<file path="src/design/mjavi_pkg.sv">
// Shared types, command codes and header constants for the MJPEG AVI stream muxer.
// No dependencies; used by mjavi_div and mjpeg_avi_stream_muxer_core.
`default_nettype none

package mjavi_pkg;

	// Command opcodes
	localparam logic [1:0] OP_START = 2'd0;
	localparam logic [1:0] OP_BEGIN = 2'd1;
	localparam logic [1:0] OP_DATA  = 2'd2;
	localparam logic [1:0] OP_CLOSE = 2'd3;

	// Register indexes on the config port
	localparam logic [1:0] REG_WIDTH  = 2'd0;
	localparam logic [1:0] REG_HEIGHT = 2'd1;
	localparam logic [1:0] REG_RATE   = 2'd2;

	// Reset values of the geometry registers
	localparam logic [15:0] RST_WIDTH  = 16'd640;
	localparam logic [15:0] RST_HEIGHT = 16'd480;
	localparam logic [9:0]  RST_RATE   = 10'd15;

	// Dividend for microseconds per frame
	localparam int          QUOT_W       = 20;
	localparam logic [19:0] USEC_PER_SEC = 20'd1000000;

	// Header layout
	localparam logic [5:0] HDR_LAST = 6'd55;

	// Patch offsets and arithmetic
	localparam logic [7:0]  OFS_MOVI   = 8'd216;
	localparam logic [7:0]  OFS_RIFF   = 8'd4;
	localparam logic [7:0]  OFS_FRAMES = 8'd48;
	localparam logic [31:0] MOVI_BIAS  = 32'd4;
	localparam logic [31:0] RIFF_BIAS  = 32'd216;   // 224 header bytes less 8

	// Four-character codes, first character in the low byte
	localparam logic [31:0] FCC_RIFF = 32'h4646_4952;
	localparam logic [31:0] FCC_AVI  = 32'h2049_5641;
	localparam logic [31:0] FCC_LIST = 32'h5453_494C;
	localparam logic [31:0] FCC_HDRL = 32'h6C72_6468;
	localparam logic [31:0] FCC_AVIH = 32'h6869_7661;
	localparam logic [31:0] FCC_STRL = 32'h6C72_7473;
	localparam logic [31:0] FCC_STRH = 32'h6872_7473;
	localparam logic [31:0] FCC_VIDS = 32'h7364_6976;
	localparam logic [31:0] FCC_MJPG = 32'h4750_4A4D;
	localparam logic [31:0] FCC_STRF = 32'h6672_7473;
	localparam logic [31:0] FCC_MOVI = 32'h6976_6F6D;
	localparam logic [31:0] FCC_00DC = 32'h6364_3030;

	// Sequencer states
	typedef enum logic [1:0] {
		ST_IDLE,
		ST_DIV,
		ST_EMIT
	} seq_state_t;

	// What the current item emits
	typedef enum logic [2:0] {
		KIND_ERR,
		KIND_HDR,
		KIND_BEGIN,
		KIND_DATA,
		KIND_CLOSE
	} item_kind_t;

	// One 32-bit word of the 224-byte file header
	function automatic logic [31:0] hdr_word(
		input logic [5:0]  idx,
		input logic [15:0] w,
		input logic [15:0] h,
		input logic [9:0]  fps,
		input logic [19:0] usec,
		input logic [31:0] area3
	);
		logic [31:0] v;
		v = 32'd0;
		case (idx)
			6'd0:  v = FCC_RIFF;
			6'd2:  v = FCC_AVI;
			6'd3:  v = FCC_LIST;
			6'd4:  v = 32'd192;
			6'd5:  v = FCC_HDRL;
			6'd6:  v = FCC_AVIH;
			6'd7:  v = 32'd56;
			6'd8:  v = {12'd0, usec};
			6'd14: v = 32'd1;
			6'd16: v = {16'd0, w};
			6'd17: v = {16'd0, h};
			6'd22: v = FCC_LIST;
			6'd23: v = 32'd116;
			6'd24: v = FCC_STRL;
			6'd25: v = FCC_STRH;
			6'd26: v = 32'd56;
			6'd27: v = FCC_VIDS;
			6'd28: v = FCC_MJPG;
			6'd32: v = 32'd1;
			6'd33: v = {22'd0, fps};
			6'd37: v = 32'hFFFF_FFFF;
			6'd40: v = {h, w};
			6'd41: v = FCC_STRF;
			6'd42: v = 32'd40;
			6'd43: v = 32'd40;
			6'd44: v = {16'd0, w};
			6'd45: v = {16'd0, h};
			6'd46: v = 32'h0018_0001;     // one plane, 24 bits per pixel
			6'd47: v = FCC_MJPG;
			6'd48: v = area3;
			6'd53: v = FCC_LIST;
			6'd55: v = FCC_MOVI;
			default: v = 32'd0;           // placeholders and reserved fields
		endcase
		return v;
	endfunction

endpackage

`default_nettype wire

</file>
<file path="src/design/mjpeg_avi_stream_muxer_core.sv">
// Top level of the MJPEG-in-AVI container writer: command decode, stream state, output beats.
// Depends on mjavi_pkg and mjavi_div.
//
// The block takes one command beat at a time and is stalled until that command's output
// beats have all been generated into the output register. A start command runs the
// restoring divider for 1000000/frame_rate and then emits the 56 header words, one per
// cycle while the output is not stalled. Begin frame emits two words, a data word one
// beat, or two when the odd-length pad follows, a close three patch words, and an error
// command one status beat. The output register holds one finished beat, so a new command
// is taken while it waits; downstream stall only delays the emission of further words.
// Configuration is written through cfg_we/cfg_index/cfg_data; index 3 is ignored.
`default_nettype none

module mjpeg_avi_stream_muxer_core (
	input  wire logic        clk,
	input  wire logic        arst_n,
	// config write port
	input  wire logic        cfg_we,
	input  wire logic [1:0]  cfg_index,
	input  wire logic [15:0] cfg_data,
	// command channel
	input  wire logic        in_valid,
	output logic             in_stall,
	input  wire logic [1:0]  opcode,
	input  wire logic [31:0] frame_len,
	input  wire logic [31:0] data_word,
	input  wire logic [2:0]  data_bytes,
	// output channel
	output logic             out_valid,
	input  wire logic        out_stall,
	output logic [31:0]      out_word,
	output logic [2:0]       out_bytes,
	output logic             is_patch,
	output logic [7:0]       patch_offset,
	output logic             status,
	output logic             last
);

	// Config registers
	logic [15:0] width_q;
	logic [15:0] height_q;
	logic [9:0]  rate_q;

	// Stream state
	logic        started_q;
	logic        active_q;
	logic [31:0] left_q;
	logic        odd_q;
	logic [31:0] movi_q;
	logic [31:0] frames_q;

	// Current item
	mjavi_pkg::seq_state_t st_q, st_d;
	mjavi_pkg::item_kind_t kind_q, kind_d;
	logic [5:0]  idx_q;
	logic [5:0]  last_idx_q, last_idx_d;
	logic [31:0] len_q;
	logic [31:0] dword_q;
	logic [2:0]  nb_q;
	logic [31:0] prod_q;
	logic [31:0] area_q;

	// Output register
	logic        out_valid_q;
	logic [31:0] out_word_q;
	logic [2:0]  out_bytes_q;
	logic        is_patch_q;
	logic [7:0]  patch_offset_q;
	logic        status_q;
	logic        last_q;

	// Control
	logic        accept;
	logic        emit;
	logic        slot_free;
	logic        item_err;
	logic        div_start;
	logic        div_done;
	logic [19:0] div_quot;
	logic        is_last;

	// Data-word decode
	logic [31:0] masked;
	logic [31:0] left_next;

	// Generated beat
	logic [31:0] g_word;
	logic [2:0]  g_bytes;
	logic        g_patch;
	logic [7:0]  g_offset;
	logic        g_status;

	mjavi_div u_div (
		.clk     (clk),
		.arst_n  (arst_n),
		.start   (div_start),
		.divisor (rate_q),
		.done    (div_done),
		.quot    (div_quot)
	);

	assign accept    = in_valid && !in_stall;
	assign slot_free = !out_valid_q || !out_stall;
	assign is_last   = idx_q == last_idx_q;
	assign left_next = left_q - {29'd0, data_bytes};

	// Keep only the valid bytes of a data word
	always_comb begin
		case (data_bytes)
			3'd1:    masked = {24'd0, data_word[7:0]};
			3'd2:    masked = {16'd0, data_word[15:0]};
			3'd3:    masked = {8'd0, data_word[23:0]};
			default: masked = data_word;
		endcase
	end

	// Command checks
	always_comb begin
		unique case (opcode)
			mjavi_pkg::OP_START: item_err = started_q || (width_q == 16'd0)
				|| (height_q == 16'd0) || (rate_q == 10'd0);
			mjavi_pkg::OP_BEGIN: item_err = !started_q || active_q || (frame_len == 32'd0);
			mjavi_pkg::OP_DATA:  item_err = !active_q || (data_bytes == 3'd0)
				|| (data_bytes > 3'd4) || ({29'd0, data_bytes} > left_q);
			mjavi_pkg::OP_CLOSE: item_err = !started_q || active_q;
			default:             item_err = 1'b1;
		endcase
	end

	// Sequencer: next state, item kind, beat count
	always_comb begin
		st_d       = st_q;
		kind_d     = kind_q;
		last_idx_d = last_idx_q;
		in_stall   = st_q != mjavi_pkg::ST_IDLE;
		div_start  = 1'b0;
		emit       = 1'b0;
		unique case (st_q)
			mjavi_pkg::ST_IDLE: begin
				if (in_valid) begin
					st_d = mjavi_pkg::ST_EMIT;
					if (item_err) begin
						kind_d     = mjavi_pkg::KIND_ERR;
						last_idx_d = 6'd0;
					end else begin
						unique case (opcode)
							mjavi_pkg::OP_START: begin
								kind_d     = mjavi_pkg::KIND_HDR;
								last_idx_d = mjavi_pkg::HDR_LAST;
								div_start  = 1'b1;
								st_d       = mjavi_pkg::ST_DIV;
							end
							mjavi_pkg::OP_BEGIN: begin
								kind_d     = mjavi_pkg::KIND_BEGIN;
								last_idx_d = 6'd1;
							end
							mjavi_pkg::OP_DATA: begin
								kind_d     = mjavi_pkg::KIND_DATA;
								last_idx_d = {5'd0, (left_next == 32'd0) && odd_q};
							end
							default: begin
								kind_d     = mjavi_pkg::KIND_CLOSE;
								last_idx_d = 6'd2;
							end
						endcase
					end
				end
			end
			mjavi_pkg::ST_DIV: begin
				if (div_done) begin
					st_d = mjavi_pkg::ST_EMIT;
				end
			end
			mjavi_pkg::ST_EMIT: begin
				if (slot_free) begin
					emit = 1'b1;
					if (is_last) begin
						st_d = mjavi_pkg::ST_IDLE;
					end
				end
			end
			default: st_d = mjavi_pkg::ST_IDLE;
		endcase
	end

	// Beat generator
	always_comb begin
		g_word   = 32'd0;
		g_bytes  = 3'd4;
		g_patch  = 1'b0;
		g_offset = 8'd0;
		g_status = 1'b0;
		case (kind_q)
			mjavi_pkg::KIND_ERR: begin
				g_bytes  = 3'd0;
				g_status = 1'b1;
			end
			mjavi_pkg::KIND_HDR: begin
				g_word = mjavi_pkg::hdr_word(idx_q, width_q, height_q, rate_q,
					div_quot, area_q);
			end
			mjavi_pkg::KIND_BEGIN: begin
				g_word = (idx_q == 6'd0) ? mjavi_pkg::FCC_00DC : len_q;
			end
			mjavi_pkg::KIND_DATA: begin
				// second beat is the zero pad byte of an odd frame
				if (idx_q == 6'd0) begin
					g_word  = dword_q;
					g_bytes = nb_q;
				end else begin
					g_bytes = 3'd1;
				end
			end
			default: begin
				g_patch = 1'b1;
				case (idx_q)
					6'd0: begin
						g_word   = movi_q + mjavi_pkg::MOVI_BIAS;
						g_offset = mjavi_pkg::OFS_MOVI;
					end
					6'd1: begin
						g_word   = movi_q + mjavi_pkg::RIFF_BIAS;
						g_offset = mjavi_pkg::OFS_RIFF;
					end
					default: begin
						g_word   = frames_q;
						g_offset = mjavi_pkg::OFS_FRAMES;
					end
				endcase
			end
		endcase
	end

	// Sequencer and config registers
	always_ff @(posedge clk or negedge arst_n) begin
		if (!arst_n) begin
			st_q        <= mjavi_pkg::ST_IDLE;
			kind_q      <= mjavi_pkg::KIND_ERR;
			idx_q       <= 6'd0;
			last_idx_q  <= 6'd0;
			out_valid_q <= 1'b0;
			width_q     <= mjavi_pkg::RST_WIDTH;
			height_q    <= mjavi_pkg::RST_HEIGHT;
			rate_q      <= mjavi_pkg::RST_RATE;
		end else begin
			st_q       <= st_d;
			kind_q     <= kind_d;
			last_idx_q <= last_idx_d;
			if (accept) begin
				idx_q <= 6'd0;
			end else if (emit) begin
				idx_q <= idx_q + 6'd1;
			end
			if (emit) begin
				out_valid_q <= 1'b1;
			end else if (!out_stall) begin
				out_valid_q <= 1'b0;
			end
			if (cfg_we) begin
				unique case (cfg_index)
					mjavi_pkg::REG_WIDTH:  width_q  <= cfg_data;
					mjavi_pkg::REG_HEIGHT: height_q <= cfg_data;
					mjavi_pkg::REG_RATE:   rate_q   <= cfg_data[9:0];
					default: ;
				endcase
			end
		end
	end

	// Stream state, updated when a command without error is taken
	always_ff @(posedge clk or negedge arst_n) begin
		if (!arst_n) begin
			started_q <= 1'b0;
			active_q  <= 1'b0;
			left_q    <= 32'd0;
			odd_q     <= 1'b0;
			movi_q    <= 32'd0;
			frames_q  <= 32'd0;
		end else if (accept && !item_err) begin
			unique case (opcode)
				mjavi_pkg::OP_START: begin
					started_q <= 1'b1;
					active_q  <= 1'b0;
					left_q    <= 32'd0;
					odd_q     <= 1'b0;
					movi_q    <= 32'd0;
					frames_q  <= 32'd0;
				end
				mjavi_pkg::OP_BEGIN: begin
					active_q <= 1'b1;
					left_q   <= frame_len;
					odd_q    <= frame_len[0];
					movi_q   <= movi_q + 32'd8 + frame_len + {31'd0, frame_len[0]};
				end
				mjavi_pkg::OP_DATA: begin
					left_q <= left_next;
					if (left_next == 32'd0) begin
						active_q <= 1'b0;
						odd_q    <= 1'b0;
						frames_q <= frames_q + 32'd1;
					end
				end
				default: started_q <= 1'b0;
			endcase
		end
	end

	// Item payload and header arithmetic
	always_ff @(posedge clk) begin
		if (accept) begin
			len_q   <= frame_len;
			dword_q <= masked;
			nb_q    <= data_bytes;
			prod_q  <= {16'd0, width_q} * {16'd0, height_q};
		end
		if (st_q == mjavi_pkg::ST_DIV) begin
			area_q <= prod_q + {prod_q[30:0], 1'b0};
		end
	end

	// Output register
	always_ff @(posedge clk) begin
		if (emit) begin
			out_word_q     <= g_word;
			out_bytes_q    <= g_bytes;
			is_patch_q     <= g_patch;
			patch_offset_q <= g_offset;
			status_q       <= g_status;
			last_q         <= is_last;
		end
	end

	assign out_valid    = out_valid_q;
	assign out_word     = out_word_q;
	assign out_bytes    = out_bytes_q;
	assign is_patch     = is_patch_q;
	assign patch_offset = patch_offset_q;
	assign status       = status_q;
	assign last         = last_q;

endmodule

`default_nettype wire

</file>
<file path="src/design/mjavi_div.sv">
// Restoring divider: 1000000 / frame rate, one quotient bit per cycle.
// Depends on mjavi_pkg for the dividend and quotient width.
`default_nettype none

module mjavi_div (
	input  wire logic        clk,
	input  wire logic        arst_n,
	input  wire logic        start,
	input  wire logic [9:0]  divisor,
	output logic             done,
	output logic [19:0]      quot
);

	logic        busy_q;
	logic        done_q;
	logic [4:0]  cnt_q;
	logic [9:0]  rem_q;
	logic [19:0] quot_q;     // dividend bits shift out, quotient bits shift in
	logic [10:0] trial;
	logic        fits;

	// One trial subtraction per cycle
	assign trial = {rem_q, quot_q[19]};
	assign fits  = trial >= {1'b0, divisor};

	always_ff @(posedge clk or negedge arst_n) begin
		if (!arst_n) begin
			busy_q <= 1'b0;
			done_q <= 1'b0;
			cnt_q  <= 5'd0;
		end else begin
			done_q <= 1'b0;
			if (start) begin
				busy_q <= 1'b1;
				cnt_q  <= 5'd0;
			end else if (busy_q) begin
				cnt_q <= cnt_q + 5'd1;
				if (cnt_q == 5'(mjavi_pkg::QUOT_W - 1)) begin
					busy_q <= 1'b0;
					done_q <= 1'b1;
				end
			end
		end
	end

	// Datapath
	always_ff @(posedge clk) begin
		if (start) begin
			rem_q  <= 10'd0;
			quot_q <= mjavi_pkg::USEC_PER_SEC;
		end else if (busy_q) begin
			if (fits) begin
				rem_q <= 10'(trial - {1'b0, divisor});
			end else begin
				rem_q <= trial[9:0];
			end
			quot_q <= {quot_q[18:0], fits};
		end
	end

	assign done = done_q;
	assign quot = quot_q;

endmodule

`default_nettype wire
</file>
<file path="config.mk">
export PLATFORM = sky130hd
export DESIGN_NAME = mjpeg_avi_stream_muxer_core
export DESIGN_NICKNAME = d
export VERILOG_FILES = /design/src/design/mjavi_pkg.sv /design/src/design/mjpeg_avi_stream_muxer_core.sv /design/src/design/mjavi_div.sv
export SDC_FILE = /design/constraint.sdc
export NUM_CORES = 2
export LEC_CHECK = 0
export BUFFER_PORTS_ARGS = -buffer_cell sky130_fd_sc_hd__buf_2
export CAP_MARGIN = 20
export CORE_MARGIN = 2
export CORE_UTILIZATION = 35
export CTS_CLUSTER_SIZE = 25
export DETAILED_ROUTE_END_ITERATION = 7
export PLACE_DENSITY = 0.53
export SLEW_MARGIN = 20
export SYNTH_ARGS = -nofsm -noshare
export SYNTH_HDL_FRONTEND = slang
export SYNTH_SLANG_ARGS = --single-unit
</file>
<file path="constraint.sdc">
create_clock -name clk -period 17.5 [get_ports clk]
set_clock_uncertainty 0.15 [all_clocks]
set_input_delay 0.875 -clock clk [delete_from_list [all_inputs] [get_ports clk]]
set_output_delay 0.875 -clock clk [all_outputs]
set_load 0.02 [all_outputs]
</file>
==> results.md <==
- Num rows: 108
- R2R setup slack: 9.96 ns
- Synth Instances: 3,337
- Clock sinks: 365
- H-Tree Depth: 2
- Starting Density: 35.4%
- # resized after CTS: 0
- Routed WL per cell: 22.5 um
- Fin crit share: 43.1%
- IO Pins: 140
- Register area share after synthesis: 31.9%
- Placed cell count: 4,466
- Number of fill cells: 8,751
- Most common cell after layout, fill and taps aside: nand2_1
- Setup Fix Bufs, Post-CTS: 0
- Hold bufs inserted after CTS: 0
- Period minus WS final: 7.54 ns
- Max Root-Sink Buffers: 3
- Max Fclk: 133 MHz
- Post-synth cell types: 87
- Die height: 301 um
- Routed WL: 102,000 um
- FF+latch count, synth: 365
- Post-Layout Cell Count: 4,552
- Slew headroom: 23.1%
- EDFF count, synth: 173
- Slew @ Worst Pin: 1.15 ns
- DIE AREA: 90,600 um2
- Initial DRC count: 2,525
- TritonCTS clock tree: built
- GP Congestion: 0.946
- Number of buffers created by CTS: 46
- Pin count of the biggest net entering global routing: 78
- Hold slack final: 0.111 ns
- Setup crit end kind: register
- Endpoints failing setup: 0
- Vias in the first global route: 24,200
- Final hold vios: 0
- Root Buffer: clkbuf_16
- CTS clock-pin slew for the worst setup and hold paths: 0.06 ns
- Max-cap viol count: 0
- Nets: 3,871
- Max FO, Critical Path: 19
- DRT Pass-1 Iters: 7
- Top FF cell, synth: edfxtp_1
- Initial antenna violation count: 5
- Die W: 301 um
- Antenna Nets Post-Route: 0
- Required time of the critical path: 17.67 ns
- Most frequent cells in the layout: 367 x nand2_1, 331 x inv_1, 221 x ha_1
- Avg Vias per Cell: 5.53
- Outcome: complete, no violations
- Reg2reg path depth: 19
- DRC errors left: 0
- Area added between synthesis and finish: 10.2%
- Setup TNS: 0 ns
- DPL Wire Length: 76,400 um
- Via count: 25,200
- Asr flop ratio synth: 44.4%
- GRT Residual Overflow: 0
- Clk_lat worst skew: 0.59 ns
- Crit path launch type: register
- Worst EP arrival: 7.71 ns
- Worst hold path type: in2async
- RSZ-0062 raised after global routing: no
- All-Layer GR Usage: 22.6%
- Port bufs: 137
- Post-layout util: 39.1%
- Synth Area per Inst: 9.26 um2
- CP Class: reg2reg
- Area of the core: 87,200 um2
- First-pass GRT wire length: 156,000 um
- Max-slew violation count: 0
- Warnings from Yosys: 0
- Post-synthesis instance area: 30,900 um2
- Share of cells above drive strength 1: 9.95%
worst max-delay path, stage by stage, from the launching register on:
cell and delay, ns:
dfrtp_1 1.03, nand2_1 0.20, fa_1 0.53, fa_1 0.49, inv_1 0.06, fa_1 0.54
fa_1 0.45, fa_1 0.55, inv_1 0.07, fa_1 0.53, inv_1 0.04, ha_1 0.37
nand4_1 0.13, or4b_2 0.68, a311oi_1 0.59, o21ai_0 0.21, a211oi_1 0.31, or3_1 0.15
a21oi_1 0.07, xnor2_1 0.12
worst paths after layout:
kind | start | endpoint
max | width_q[12]$_DFFE_PN0P_ | prod_q[31]$_DFFE_PP_
min | arst_n | st_q[1]$_DFFE_PN0P_
max reg2reg | width_q[12]$_DFFE_PN0P_ | prod_q[31]$_DFFE_PP_
min reg2reg | prod_q[0]$_DFFE_PP_ | area_q[0]$_DFFE_PP_
max in group asynchronous | arst_n | kind_q[2]$_DFFE_PN0P_
min in group clk | prod_q[0]$_DFFE_PP_ | area_q[0]$_DFFE_PP_
cell usage after synthesis (49+ instances only):
library cell	count	area share, %
a21oi_1	174	2.8
o21ai_0	175	2.8
nand2_1	367	4.5
xnor2_1	100	2.8
dfrtp_1	152	12
a221oi_1	50	1.4
ha_1	221	9.0
nand3_1	72	1.2
fa_1	199	13
edfxtp_1	173	17
inv_1	331	4.0
clkbuf_1	184	2.2
nor2_1	171	2.1
xor2_1	49	1.4
and2_1	136	2.8
sequential cells by signal, summed over array words and instances, names as in the netlist, 20 cells and up:
name	count
area_q	32
dword_q	32
frames_q	32
left_q	32
len_q	32
out_word	32
prod_q	32
movi_q	31
u_div.quot	20
cells by family (layout without fill, tap and decap cells):
group           count (synthesis)  after routing  synth area share [%]
simple gates                 1068           1068                  17.3
compound gates                729            729                  15.5
buf+inv                       529            587                  6.53
fa+ha+maj                     420            420                  21.9
flops                         365            365                  31.9
xor+xnor                      149            149                  4.23
mux                            76             76                  2.65
other cells                     1              3                0.0121
per-stage QoR:
stage               worst slack (ns)  cell area [um2]
finish                          9.96            34000
global route                    9.64            34000
CTS                             9.97            34000
detailed placement              9.99            32500
global placement               10.08            32500
floorplan                      10.56            30900
cell type report:
| class | instances | area [um2] | area share (%) |
|---|---|---|---|
| clock buffer | 63 | 1330 | 3.91 |
| tap | 1155 | 1450 | 4.24 |
| antenna | 1 | 2.50 | 0.00735 |
| inverter | 332 | 1250 | 3.67 |
| timing repair buffer | 170 | 940 | 2.76 |
| sequential | 365 | 9870 | 29.0 |
| clock inverter | 22 | 169 | 0.496 |
| multi-input combinational | 2444 | 19000 | 55.9 |
per-layer routing:
metal	share of wire (%)	global-route usage (%)
met1	46	33.4
met2	44	33.8
met3	6.7	3.33
met4	3.4	7.31
met5	0.0078	0
Power is not shown: default switching activity piles up to over one toggle a cycle in this logic, so the estimate is an artifact.
